--- src/design/slarq_pkg.sv ---
// Shared types, constants and helper functions for the link acknowledgement sequencer.
package slarq_pkg;

    localparam int TIMER_WIDTH = 16;
    localparam int SEQ_W       = 3;
    localparam logic [SEQ_W-1:0] SEQ_MASK = 3'h7;
    localparam int ADDR_W      = 4;
    localparam int RQ_DEPTH    = 8;
    localparam int RQ_PTR_W    = $clog2(RQ_DEPTH);
    localparam int RQ_CNT_W    = RQ_PTR_W + 1;
    localparam int MAX_RES     = 3;

    localparam logic [1:0] REG_MAX_RETRIES   = 2'd0;
    localparam logic [1:0] REG_ACK_TIMEOUT   = 2'd1;
    localparam logic [1:0] REG_RESET_TIMEOUT = 2'd2;

    localparam logic [3:0]  RST_MAX_RETRIES   = 4'd3;
    localparam logic [15:0] RST_ACK_TIMEOUT   = 16'd800;
    localparam logic [15:0] RST_RESET_TIMEOUT = 16'd2500;

    typedef enum logic [2:0] {
        KIND_SEND   = 3'd0,
        KIND_DATA   = 3'd1,
        KIND_ACK    = 3'd2,
        KIND_NAK    = 3'd3,
        KIND_RSTACK = 3'd4,
        KIND_ERROR  = 3'd5,
        KIND_TICK   = 3'd6,
        KIND_RESET  = 3'd7
    } slarq_kind_t;

    typedef enum logic [3:0] {
        ACT_NONE      = 4'd0,
        ACT_TX_DATA   = 4'd1,
        ACT_TX_ACK    = 4'd2,
        ACT_TX_RESET  = 4'd3,
        ACT_SEND_OK   = 4'd4,
        ACT_SEND_FAIL = 4'd5,
        ACT_SEND_ABRT = 4'd6,
        ACT_RESET_OK  = 4'd7,
        ACT_RESET_FAIL= 4'd8,
        ACT_LINK_LOST = 4'd9,
        ACT_DELIVER   = 4'd10
    } slarq_act_t;

    typedef struct packed {
        slarq_kind_t      kind;
        logic [SEQ_W-1:0] rx_frame_number;
        logic [SEQ_W-1:0] rx_ack_number;
        logic             has_payload;
    } slarq_in_t;

    typedef struct packed {
        slarq_act_t       action;
        logic [SEQ_W-1:0] tx_frame_number;
        logic [SEQ_W-1:0] tx_ack_number;
        logic             retransmit;
        logic             last;
    } slarq_out_t;

    typedef struct packed {
        logic [3:0]  max_retries;
        logic [15:0] ack_timeout_ticks;
        logic [15:0] reset_timeout_ticks;
    } slarq_cfg_t;

    typedef struct packed {
        logic                     vld;
        logic [1:0]               cnt;
        slarq_out_t [MAX_RES-1:0] res;
    } slarq_push_t;

    function automatic logic [SEQ_W-1:0] seq_inc(input logic [SEQ_W-1:0] s);
        return (s + 3'd1) & SEQ_MASK;
    endfunction

    function automatic logic [TIMER_WIDTH-1:0] load_timer(input logic [15:0] t);
        logic [32:0] tmax;
        tmax = (33'd1 << TIMER_WIDTH) - 33'd1;
        if ({17'd0, t} > tmax) begin
            return tmax[TIMER_WIDTH-1:0];
        end
        return TIMER_WIDTH'({17'd0, t});
    endfunction

    function automatic slarq_out_t mk_res(input slarq_act_t act, input logic [SEQ_W-1:0] fn,
                                          input logic [SEQ_W-1:0] an, input logic rt);
        slarq_out_t r;
        r.action          = act;
        r.tx_frame_number = fn;
        r.tx_ack_number   = an;
        r.retransmit      = rt;
        r.last            = 1'b0;
        return r;
    endfunction

endpackage

--- src/design/slarq_regs.sv ---
// APB configuration registers: retry limit and the two timeouts.
module slarq_regs (
    input  logic                        aclk,
    input  logic                        aresetn,
    input  logic                        psel,
    input  logic                        penable,
    input  logic                        pwrite,
    input  logic [slarq_pkg::ADDR_W-1:0] paddr,
    input  logic [31:0]                 pwdata,
    output logic [31:0]                 prdata,
    output logic                        pready,
    output slarq_pkg::slarq_cfg_t       cfg
);
    import slarq_pkg::*;

    slarq_cfg_t cfg_reg;
    logic       wr_en;
    logic [1:0] reg_idx;

    assign pready  = 1'b1;
    assign wr_en   = psel && penable && pwrite && pready;
    assign reg_idx = paddr[3:2];
    assign cfg     = cfg_reg;

    always_ff @(posedge aclk) begin
        if (!aresetn) begin
            cfg_reg.max_retries         <= RST_MAX_RETRIES;
            cfg_reg.ack_timeout_ticks   <= RST_ACK_TIMEOUT;
            cfg_reg.reset_timeout_ticks <= RST_RESET_TIMEOUT;
        end else if (wr_en) begin
            unique case (reg_idx)
                REG_MAX_RETRIES:   cfg_reg.max_retries         <= pwdata[3:0];
                REG_ACK_TIMEOUT:   cfg_reg.ack_timeout_ticks   <= pwdata[15:0];
                REG_RESET_TIMEOUT: cfg_reg.reset_timeout_ticks <= pwdata[15:0];
                default: ;
            endcase
        end
    end

    always_comb begin
        unique case (reg_idx)
            REG_MAX_RETRIES:   prdata = {28'd0, cfg_reg.max_retries};
            REG_ACK_TIMEOUT:   prdata = {16'd0, cfg_reg.ack_timeout_ticks};
            REG_RESET_TIMEOUT: prdata = {16'd0, cfg_reg.reset_timeout_ticks};
            default:           prdata = 32'd0;
        endcase
    end

endmodule

--- src/design/slarq_core.sv ---
// Request register, sequencer state and single-pass event logic.
module slarq_core (
    input  logic                   aclk,
    input  logic                   aresetn,
    input  logic                   s_valid,
    output logic                   s_ready,
    input  slarq_pkg::slarq_in_t   s_payload,
    input  slarq_pkg::slarq_cfg_t  cfg,
    input  logic                   rq_room,
    output slarq_pkg::slarq_push_t push
);
    import slarq_pkg::*;

    logic                   in_vld_reg;
    slarq_in_t              in_reg;

    logic [SEQ_W-1:0]       nfn_reg, nfn_next;
    logic [SEQ_W-1:0]       ackn_reg, ackn_next;
    logic                   aw_reg, aw_next;
    logic [SEQ_W-1:0]       pend_reg, pend_next;
    logic [4:0]             att_reg, att_next;
    logic [TIMER_WIDTH-1:0] tmr_reg, tmr_next;
    logic                   down_reg, down_next;
    logic                   rp_reg, rp_next;

    slarq_out_t [MAX_RES-1:0] res_v;
    logic [1:0]             cnt_v;
    logic                   do_retry;
    logic                   done;
    logic                   consume;

    always_comb begin
        nfn_next  = nfn_reg;
        ackn_next = ackn_reg;
        aw_next   = aw_reg;
        pend_next = pend_reg;
        att_next  = att_reg;
        tmr_next  = tmr_reg;
        down_next = down_reg;
        rp_next   = rp_reg;
        res_v     = '0;
        cnt_v     = 2'd0;
        do_retry  = 1'b0;
        done      = aw_reg && (in_reg.rx_ack_number == seq_inc(pend_reg));

        unique case (in_reg.kind)
            KIND_SEND: begin
                if (aw_reg || down_reg || rp_reg) begin
                    res_v[cnt_v] = mk_res(ACT_SEND_FAIL, '0, '0, 1'b0);
                    cnt_v = cnt_v + 2'd1;
                end else begin
                    aw_next   = 1'b1;
                    pend_next = nfn_reg;
                    att_next  = 5'd0;
                    tmr_next  = load_timer(cfg.ack_timeout_ticks);
                    res_v[cnt_v] = mk_res(ACT_TX_DATA, nfn_reg, ackn_reg, 1'b0);
                    cnt_v = cnt_v + 2'd1;
                end
            end
            KIND_DATA: begin
                ackn_next = seq_inc(in_reg.rx_frame_number);
                res_v[cnt_v] = mk_res(ACT_TX_ACK, '0, ackn_next, 1'b0);
                cnt_v = cnt_v + 2'd1;
                if (done) begin
                    aw_next  = 1'b0;
                    nfn_next = seq_inc(pend_reg);
                    res_v[cnt_v] = mk_res(ACT_SEND_OK, '0, '0, 1'b0);
                    cnt_v = cnt_v + 2'd1;
                end
                if (in_reg.has_payload) begin
                    res_v[cnt_v] = mk_res(ACT_DELIVER, '0, '0, 1'b0);
                    cnt_v = cnt_v + 2'd1;
                end
            end
            KIND_ACK: begin
                if (done) begin
                    aw_next  = 1'b0;
                    nfn_next = seq_inc(pend_reg);
                    res_v[cnt_v] = mk_res(ACT_SEND_OK, '0, '0, 1'b0);
                    cnt_v = cnt_v + 2'd1;
                end
            end
            KIND_NAK: begin
                do_retry = aw_reg;
            end
            KIND_RSTACK: begin
                ackn_next = '0;
                nfn_next  = '0;
                if (rp_reg && !down_reg) begin
                    rp_next = 1'b0;
                    res_v[cnt_v] = mk_res(ACT_RESET_OK, '0, '0, 1'b0);
                    cnt_v = cnt_v + 2'd1;
                end
            end
            KIND_ERROR: begin
                down_next = 1'b1;
                if (aw_reg) begin
                    aw_next = 1'b0;
                    res_v[cnt_v] = mk_res(ACT_SEND_ABRT, '0, '0, 1'b0);
                    cnt_v = cnt_v + 2'd1;
                end
                res_v[cnt_v] = mk_res(ACT_LINK_LOST, '0, '0, 1'b0);
                cnt_v = cnt_v + 2'd1;
            end
            KIND_TICK: begin
                if (aw_reg || rp_reg) begin
                    if (tmr_reg > TIMER_WIDTH'(1)) begin
                        tmr_next = tmr_reg - TIMER_WIDTH'(1);
                    end else begin
                        tmr_next = '0;
                        if (aw_reg) begin
                            do_retry = 1'b1;
                        end else begin
                            rp_next = 1'b0;
                            res_v[cnt_v] = mk_res(ACT_RESET_FAIL, '0, '0, 1'b0);
                            cnt_v = cnt_v + 2'd1;
                        end
                    end
                end
            end
            KIND_RESET: begin
                if (aw_reg) begin
                    aw_next = 1'b0;
                    res_v[cnt_v] = mk_res(ACT_SEND_ABRT, '0, '0, 1'b0);
                    cnt_v = cnt_v + 2'd1;
                end
                nfn_next  = '0;
                ackn_next = '0;
                down_next = 1'b0;
                rp_next   = 1'b1;
                tmr_next  = load_timer(cfg.reset_timeout_ticks);
                res_v[cnt_v] = mk_res(ACT_TX_RESET, '0, '0, 1'b0);
                cnt_v = cnt_v + 2'd1;
            end
        endcase

        // retry never follows another result of the same event
        if (do_retry) begin
            if (att_reg < {1'b0, cfg.max_retries}) begin
                att_next = att_reg + 5'd1;
                tmr_next = load_timer(cfg.ack_timeout_ticks);
                res_v[0] = mk_res(ACT_TX_DATA, pend_reg, ackn_reg, 1'b1);
                cnt_v    = 2'd1;
            end else begin
                aw_next  = 1'b0;
                res_v[0] = mk_res(ACT_SEND_FAIL, '0, '0, 1'b0);
                res_v[1] = mk_res(ACT_LINK_LOST, '0, '0, 1'b0);
                cnt_v    = 2'd2;
            end
        end

        for (int k = 0; k < MAX_RES; k++) begin
            res_v[k].last = (cnt_v != 2'd0) && (2'(k) == cnt_v - 2'd1);
        end
    end

    assign consume  = in_vld_reg && (rq_room || cnt_v == 2'd0);
    assign s_ready  = !in_vld_reg || consume;
    assign push.vld = consume && (cnt_v != 2'd0);
    assign push.cnt = cnt_v;
    assign push.res = res_v;

    always_ff @(posedge aclk) begin
        if (!aresetn) begin
            in_vld_reg <= 1'b0;
            nfn_reg    <= '0;
            ackn_reg   <= '0;
            aw_reg     <= 1'b0;
            pend_reg   <= '0;
            att_reg    <= '0;
            tmr_reg    <= '0;
            down_reg   <= 1'b0;
            rp_reg     <= 1'b0;
        end else begin
            if (s_ready) begin
                in_vld_reg <= s_valid;
            end
            if (consume) begin
                nfn_reg  <= nfn_next;
                ackn_reg <= ackn_next;
                aw_reg   <= aw_next;
                pend_reg <= pend_next;
                att_reg  <= att_next;
                tmr_reg  <= tmr_next;
                down_reg <= down_next;
                rp_reg   <= rp_next;
            end
        end
    end

    always_ff @(posedge aclk) begin
        if (s_valid && s_ready) begin
            in_reg <= s_payload;
        end
    end

`ifndef SYNTHESIS
    a_no_send_in_reset: assert property (@(posedge aclk) disable iff (!aresetn)
        !(aw_reg && rp_reg))
        else $error("awaiting ack while reset pending");

    a_down_idle: assert property (@(posedge aclk) disable iff (!aresetn)
        down_reg |-> !aw_reg)
        else $error("awaiting ack while link down");
`endif

endmodule

--- src/design/slarq_outq.sv ---
// Result queue: takes up to three results a cycle, hands out one a cycle while m_ready is high.
module slarq_outq (
    input  logic                   aclk,
    input  logic                   aresetn,
    input  slarq_pkg::slarq_push_t push,
    output logic                   rq_room,
    output logic                   m_valid,
    input  logic                   m_ready,
    output slarq_pkg::slarq_out_t  m_payload
);
    import slarq_pkg::*;

    slarq_out_t            mem_reg [RQ_DEPTH];
    logic [RQ_PTR_W-1:0]   wptr_reg, wptr_next;
    logic [RQ_PTR_W-1:0]   rptr_reg, rptr_next;
    logic [RQ_CNT_W-1:0]   cnt_reg, cnt_next;
    logic [RQ_CNT_W-1:0]   add;
    logic                  pop;

    assign m_valid   = cnt_reg != '0;
    assign m_payload = mem_reg[rptr_reg];
    assign pop       = m_valid && m_ready;
    assign rq_room   = cnt_reg <= RQ_CNT_W'(RQ_DEPTH - MAX_RES);
    assign add       = push.vld ? RQ_CNT_W'(push.cnt) : '0;

    always_comb begin
        wptr_next = wptr_reg + RQ_PTR_W'(add);
        rptr_next = rptr_reg + RQ_PTR_W'(pop);
        cnt_next  = cnt_reg + add - RQ_CNT_W'(pop);
    end

    always_ff @(posedge aclk) begin
        if (!aresetn) begin
            wptr_reg <= '0;
            rptr_reg <= '0;
            cnt_reg  <= '0;
        end else begin
            wptr_reg <= wptr_next;
            rptr_reg <= rptr_next;
            cnt_reg  <= cnt_next;
        end
    end

    always_ff @(posedge aclk) begin
        if (push.vld) begin
            for (int k = 0; k < MAX_RES; k++) begin
                if (2'(k) < push.cnt) begin
                    mem_reg[wptr_reg + RQ_PTR_W'(k)] <= push.res[k];
                end
            end
        end
    end

`ifndef SYNTHESIS
    a_cnt_bound: assert property (@(posedge aclk) disable iff (!aresetn)
        cnt_reg <= RQ_CNT_W'(RQ_DEPTH))
        else $error("result queue overflow");

    a_push_room: assert property (@(posedge aclk) disable iff (!aresetn)
        push.vld |-> (rq_room && push.cnt != 2'd0))
        else $error("push without room or without results");

    a_push_last: assert property (@(posedge aclk) disable iff (!aresetn)
        push.vld |-> push.res[push.cnt - 2'd1].last)
        else $error("final result of request not marked last");
`endif

endmodule

--- src/design/serial_link_ack_retry_sequencer_top.sv ---
// Top level of the serial link stop-and-wait acknowledgement sequencer.
// Each request is one link event (send, received frame, tick or reset) and yields zero to three
// results, the final one flagged by last. A request is registered on acceptance and processed
// from that register in one pass, its results going into an eight-entry result queue; a new
// request can be taken every cycle while the queue has room. The result port delivers one
// result per cycle while m_ready is high, so the sustained rate is one request per cycle when
// each gives at most one result and the result port is not stalled.
// Registers (APB, byte addresses 0, 4, 8): max_retries, ack_timeout_ticks,
// reset_timeout_ticks; write them only while the block is idle.
module serial_link_ack_retry_sequencer_top (
    input  logic                         aclk,
    input  logic                         aresetn,
    input  logic                         s_valid,
    output logic                         s_ready,
    input  slarq_pkg::slarq_in_t         s_payload,
    output logic                         m_valid,
    input  logic                         m_ready,
    output slarq_pkg::slarq_out_t        m_payload,
    input  logic                         psel,
    input  logic                         penable,
    input  logic                         pwrite,
    input  logic [slarq_pkg::ADDR_W-1:0] paddr,
    input  logic [31:0]                  pwdata,
    output logic [31:0]                  prdata,
    output logic                         pready
);
    import slarq_pkg::*;

    slarq_cfg_t  cfg;
    slarq_push_t push;
    logic        rq_room;

    slarq_regs u_regs (
        .aclk    (aclk),
        .aresetn (aresetn),
        .psel    (psel),
        .penable (penable),
        .pwrite  (pwrite),
        .paddr   (paddr),
        .pwdata  (pwdata),
        .prdata  (prdata),
        .pready  (pready),
        .cfg     (cfg)
    );

    slarq_core u_core (
        .aclk      (aclk),
        .aresetn   (aresetn),
        .s_valid   (s_valid),
        .s_ready   (s_ready),
        .s_payload (s_payload),
        .cfg       (cfg),
        .rq_room   (rq_room),
        .push      (push)
    );

    slarq_outq u_outq (
        .aclk      (aclk),
        .aresetn   (aresetn),
        .push      (push),
        .rq_room   (rq_room),
        .m_valid   (m_valid),
        .m_ready   (m_ready),
        .m_payload (m_payload)
    );

endmodule

--- config.mk ---
export PLATFORM = sky130hd
export DESIGN_NAME = serial_link_ack_retry_sequencer_top
export DESIGN_NICKNAME = d
export VERILOG_FILES = /design/src/design/slarq_pkg.sv /design/src/design/slarq_regs.sv /design/src/design/slarq_core.sv /design/src/design/slarq_outq.sv /design/src/design/serial_link_ack_retry_sequencer_top.sv
export SDC_FILE = /design/constraint.sdc
export NUM_CORES = 1
export LEC_CHECK = 0
export BUFFER_PORTS_ARGS = -buffer_cell sky130_fd_sc_hd__buf_2
export CORE_MARGIN = 1.5
export CORE_UTILIZATION = 51
export CTS_BUF_LIST = sky130_fd_sc_hd__clkbuf_2
export DETAILED_ROUTE_END_ITERATION = 8
export PLACE_DENSITY = 0.73
export SLEW_MARGIN = 15
export SYNTH_ARGS = -nofsm -noshare
export SYNTH_HDL_FRONTEND = slang
export SYNTH_SLANG_ARGS = --single-unit
--- constraint.sdc ---
create_clock -name aclk -period 3.6 [get_ports aclk]
set_input_delay 0.72 -clock aclk [delete_from_list [all_inputs] [get_ports aclk]]
set_output_delay 0.72 -clock aclk [all_outputs]
set_load 0.01 [all_outputs]
# Yosys cells after proc, flatten, opt, wreduce, memory -nomap -nowiden

Memories as Yosys holds them, arrays and structs flattened. A register that Yosys moved wholly into a read port is not among the register bits.
Cells that the tools add are included.

Flip-flop bits (word level): 90
Latch bits: 0
Bits in writable memories: 96
Bits in read-only memories: 0
Output and inout bits: 47
Logic and storage cells: 191
Memories: 1

Memory list:

| memory         | words | width | read ports | clocked after memory_dff | wr ports | line             | RTL |
|---|---|---|---|---|---|---|---|
| u_outq.mem_reg | 8     | 12    | 1          | 1                        | 3        | slarq_outq.sv:13 | `slarq_out_t mem_reg [RQ_DEPTH];` |

Add/sub/neg operators: 14
Multipliers: 0
Divide/modulo/power cells: 0
Order comparisons: 12
Equality and inequality tests: 17
Shifts and indexed selects: 0
Multiplexer cells: 76
Bitwise logic cells: 10
Reduce and logical (&&, ||, !) cells: 42

Operator list:

| kind                                                           | count |
|---|---|
| two-way mux 12 bit                                             | 10 |
| one-hot mux 16 bit (3 select lines)                            | 2 |
| inverter 30 bit                                                | 3 |
| one-hot mux 12 bit (7 select lines)                            | 1 |
| two-way mux 16 bit                                             | 5 |
| demux 12 bit (select 2 bit)                                    | 3 |
| one-hot mux 24 bit (3 select lines)                            | 1 |
| AND 10 x 30 -> 30 bit                                          | 2 |
| two-way mux 11 bit                                             | 5 |
| two-way mux 36 bit                                             | 1 |
| AND 20 x 30 -> 30 bit                                          | 1 |
| two-way mux 1 bit                                              | 24 |
| two-way mux 24 bit                                             | 1 |
| two-way mux 2 bit                                              | 10 |
| two-way mux 5 bit                                              | 4 |
| greater-than comparator 16 x 1 -> 1 bit, second input constant | 1 |
| subtractor 16 x 1 -> 16 bit, second input constant             | 1 |
| logical AND 1 bit                                              | 14 |
| one-hot mux 2 bit (7 select lines)                             | 1 |
| == test 3 bit, second input constant                           | 4 |
| OR 2 x 6 -> 6 bit                                              | 2 |
| one-hot mux 3 bit (2 select lines)                             | 2 |
| AND reduction 2 bit                                            | 5 |
| adder 3 x 1 -> 3 bit, second input constant                    | 3 |
| other kinds (38)                                               | 65 |

# Longest topological paths before layout

Depth in word-level cells: 16
Depth in mapped cells: 17
Gate-level depth less buffers: 17

# Cells and area by module

Synthesis repeated with hierarchy kept, for this count alone.

Cells, all modules: 1349
Area total of the unflattened synthesis: 11885.1 um^2

By module, submodules not included:

| module     | instances | cells each | area each (um^2) | seq. area each (um^2) |
|---|---|---|---|---|
| slarq_outq | 1         | 728        | 6643.9           | 3083.0 |
| slarq_core | 1         | 419        | 3452.1           | 980.9 |
| slarq_regs | 1         | 202        | 1789.2           | 720.7 |

# Least setup slack after synthesis

No wires, ideal clock.

Path type: reg-to-reg
Start point: register u_core.pend_reg[0]
End point: register u_outq.cnt_reg[3]
Arrival time: 3.507 ns
Data required time: 3.472 ns
Path slack: -0.034 ns
Cell stages (with the launch flop): 18
Buffers on the path: 0
Period minus slack after synthesis: 3.634 ns
Cells stage by stage: dfxtp_1 > ha_1 > xor3_1 > nor3_1 > nand2_1 > ha_1 > or3_1 > a21boi_0 > o21ai_0 > o211ai_2 > nand2_2 > ha_1 > inv_1 > ha_1 > a21o_1 > a21oi_1 > xnor2_1 > nor2_1

Word-level cells in the longest chain between the ends: 16

RTL lines:

| item                                 | line              | RTL |
|---|---|---|
| start, declared                      | slarq_core.sv:20  | `logic [SEQ_W-1:0] pend_reg, pend_next;` |
| start signal, assigned               | slarq_core.sv:182 | `pend_reg <= pend_next;` |
| adder 3 x 1 -> 3 bit *               | slarq_pkg.sv:74   | `return (s + 3'd1) & SEQ_MASK;` |
| == test 3 bit *                      | slarq_core.sv:44  | `done = aw_reg && (in_reg.rx_ack_number == seq_inc(pend_reg));` |
| logical AND 1 bit *                  | slarq_core.sv:44  |  |
| two-way mux 2 bit                    | slarq_core.sv:64  | `if (done) begin` |
| two-way mux 2 bit                    | slarq_core.sv:46  | `unique case (in_reg.kind)` |
| adder 2 x 1 -> 2 bit                 | slarq_core.sv:72  | `cnt_v = cnt_v + 2'd1;` |
| two-way mux 2 bit                    | slarq_core.sv:70  | `if (in_reg.has_payload) begin` |
| one-hot mux 2 bit (7 select lines) * | slarq_core.sv:46  |  |
| two-way mux 2 bit *                  | slarq_core.sv:138 | `if (do_retry) begin` |
| logical NOT 2 bit                    | slarq_core.sv:157 | `assign consume = in_vld_reg && (rq_room \|\| cnt_v == 2'd0);` |
| logical OR 1 bit                     | slarq_core.sv:157 |  |
| logical AND 1 bit                    | slarq_core.sv:157 |  |
| logical AND 1 bit                    | slarq_core.sv:159 | `assign push.vld = consume && (cnt_v != 2'd0);` |
| two-way mux 2 bit *                  | slarq_outq.sv:24  | `assign add = push.vld ? RQ_CNT_W'(push.cnt) : '0;` |
| adder 4 bit *                        | slarq_outq.sv:29  | `cnt_next = cnt_reg + add - RQ_CNT_W'(pop);` |
| subtractor 4 x 1 -> 4 bit *          | slarq_outq.sv:29  |  |
| end signal, assigned                 | slarq_outq.sv:40  | `cnt_reg <= cnt_next;` |
| end, declared                        | slarq_outq.sv:16  | `logic [RQ_CNT_W-1:0] cnt_reg, cnt_next;` |

Mark *: on every way between the ends. The rest lies on a longest branch, timed or not. The select of a mux whose other input is x is not followed.
A chain may end at the register's enable or synchronous reset.

# Worst setup path after layout

Start point: register u_core.in_reg[3] (netlist name)
End point: output s_ready

Word-level cells in the longest chain between the ends: 12

RTL lines:

| item                                 | line                                      | RTL |
|---|---|---|
| start, declared                      | slarq_core.sv:15                          | `slarq_in_t in_reg;` |
| start signal, assigned               | slarq_core.sv:193                         | `in_reg <= s_payload;` |
| == test 3 bit *                      | slarq_core.sv:44                          |  |
| logical AND 1 bit *                  | slarq_core.sv:44                          |  |
| two-way mux 2 bit                    | slarq_core.sv:64                          |  |
| two-way mux 2 bit                    | slarq_core.sv:46                          |  |
| adder 2 x 1 -> 2 bit                 | slarq_core.sv:72                          |  |
| two-way mux 2 bit                    | slarq_core.sv:70                          |  |
| one-hot mux 2 bit (7 select lines) * | slarq_core.sv:46                          |  |
| two-way mux 2 bit *                  | slarq_core.sv:138                         |  |
| logical NOT 2 bit *                  | slarq_core.sv:157                         |  |
| logical OR 1 bit *                   | slarq_core.sv:157                         |  |
| logical AND 1 bit *                  | slarq_core.sv:157                         |  |
| logical OR 1 bit *                   | slarq_core.sv:158                         | `assign s_ready = !in_vld_reg \|\| consume;` |
| end, declared                        | serial_link_ack_retry_sequencer_top.sv:14 | `output logic s_ready,` |

Marked as above.

==> metrics.txt <==
Post-synth EDFFs=34; first-iteration detailed-routing DRC count=752; FF-to-FF Start=u_core.in_reg[3]; dominant cell type by area after synthesis=dfxtp_1; final hold violations=0; Routed WL=27800 um; nets=1318; crit-path cells=xor3_1, nor3_2, nand2_1, ha_2, or3_1, a21boi_2, nand3_1, o211a_1, nand3_2, nand3_4, buf_6; via count=9088; # setup viols final=2; # Max-Cap Violations=0; asr flop ratio synth=0%; Hold WS=92.7 ps; Final Instance Area=around 11000 um2; Yosys warning count=0; Post-Synthesis Cells=approximately 1100; ys flop type=dfxtp_1; Synth area leaders=dfxtp_1, edfxtp_1, nand2_1; Max clock buf depth=2; crit path kind=register to output pin; Worst-path clk slew=280 ps; Crit path largest cell delay=480 ps; FP Rows=51; Post-DP HPWL=20200 um; Overall Global Routing Usage=about 28%; first drt pass iteration count=5; register area share after synthesis=40.2%; Max Transition Viols Final=0; worst rel slew slack=36.9%; failing checks=setup timing; CTS root buffer=clkbuf_2; Final WS setup=-330 ps; Fin Clk Skew=49.3 ps; Critical Path Source=u_core.in_reg[3]; max reg flops=96; synth unique cells=77; num ports=100; Yosys reg bits=186; maximum clock frequency=0.254 GHz; Syn-to-layout area delta=13.7%; Post-Syn Area=10100 um2; Pwr Density=around 430 nW/um2; CP Data Arrival Time=3210 ps; drt via density=5.98; vias in the first global route=between 8000 and 9000; hold path startpoint=s_payload[2]; RD Place Congestion=0.979; layout cells sized above 1=21.5%; ANT nets after route=0; Hold WC Path Type=input pin to register; Synth top area share=a little under a third; H-tree lvl count=4; area of placed instances=between 10000 and 15000 um2; leakage=approximately 4.5 nW; pin count of the biggest net entering global routing=between 40 and 50; Die Y=144 um; Final period util=109%; Remaining DRCs=0; drt wl/cell=18.3 um; later-pin clock latency in the skew report=just under 800 ps; Die X=144 um; Crit. End Element=output pin; Crit Path Max Fanout=2; count of clock tree sinks=~190; grt total ovfl=0; PortBufs=64; Slowest-stage cell, CP=edfxtp_1; Die ar.=20700 um2; core outline area=19500 um2; synth cell count leaders=dfxtp_1, nand2_1, nor2_1; Syn Area/Cell=8.81 um2; WP data required=2880 ps; delay-heaviest family, CP=simple AND/OR/NAND/NOR gates; CTS tree=done; first-pass GRT wire length=approximately 45000 um; WP buf/inv=1; Final min period=3930 ps; worst-margin pin slew=947 ps; total CTS buffers=17; initial antenna violation count=3; CP Launch Type=register; outcome=finished with violations; initial core utilization=51.9%; worst vdd ir=approximately 270 uV; top-count cell post-synth=dfxtp_1; RSZ-0062 raised after global routing=true
==> cells by family (layout without fill, tap and decap cells) <==
logic type	after synthesis	in the layout	share of synthesized area (%)
simple gates	452	452	20.9
compound gates	271	271	17.8
flops	186	186	40.2
buf+inv	119	210	5.55
mux	73	73	10.4
fa+ha+maj	25	25	3.24
xor+xnor	19	19	1.79
other cells	2	20	0.0743
==> worst paths after layout <==
check	to	slack (ps)	cells past startpoint
worst max-delay path	s_ready	-330	11
worst min-delay path	u_core.in_reg[2]	90	1
worst max register to register	u_outq.cnt_reg[3]	-20	18
worst min register to register	u_core.pend_reg[1]	470	2
==> timing repair <==
item                                    CTS  global route
resized for setup                        11            24
endpoints found under the setup margin    3            12
buffers inserted                          4             9
hold buffers                              0             1
pin swaps                                 7            10
endpoints found under the hold margin     0             1
==> routing by layer <==
metal	vias to the layer above	GRT usage [%]	share of wire, %
met3	44	4.47	5.4
met1	4383	35.0	43
met2	332	47.5	50
met5	-	0	0
met4	0	10.2	2.0
li1	4329	-	-
==> layout make-up <==
cell class	count	area, um2
clock inverters	15	151
diodes	3	7.51
multi-input cells	857	5690
inverters	27	101
fillers	1731	7970
clock buffers	17	85.1
repair buffers	151	1060
well taps	265	332
flip-flops and latches	186	4070
==> cells in the final DEF (no fill, tap or decap), types with 17 or more instances in the layout <==
cell and instances:
a211oi_1 36, a21oi_1 77, buf_2 63, buf_4 76, clkbuf_2 17, conb_1 17, dfxtp_1 150, edfxtp_1 34
ha_1 20, inv_1 26, mux2i_1 36, mux4_2 24, nand2_1 148, nand3_1 62, nand4_1 17, nor2_1 119
nor3_1 18, o21ai_0 59
==> through the flow <==
step / setup WS [ps] / cells / total power, mW / TNS [ps] / utilization (%)
5_1_grt: -547 / 1521 / 5.28 / -1380 / 59.0
3_3_place_gp: 33.7 / 1472 / 3.85 / 0 / 56.3
4_1_cts: -400 / 1508 / 4.98 / -400 / 58.0
3_5_place_dp: -35.8 / 1472 / 3.89 / -35.8 / 56.3
6_report: -330 / 1521 / 4.99 / -351 / 59.0
2_1_floorplan: 34.2 / 1162 / 3.45 / 0 / -
==> power breakdown <==
group,internal (mW),switching [mW]
combinational,0.696,0.781
clock,0.281,0.803
sequential,2.30,0.136
total,3.27,1.72
Power figures use the tool's default switching activity.
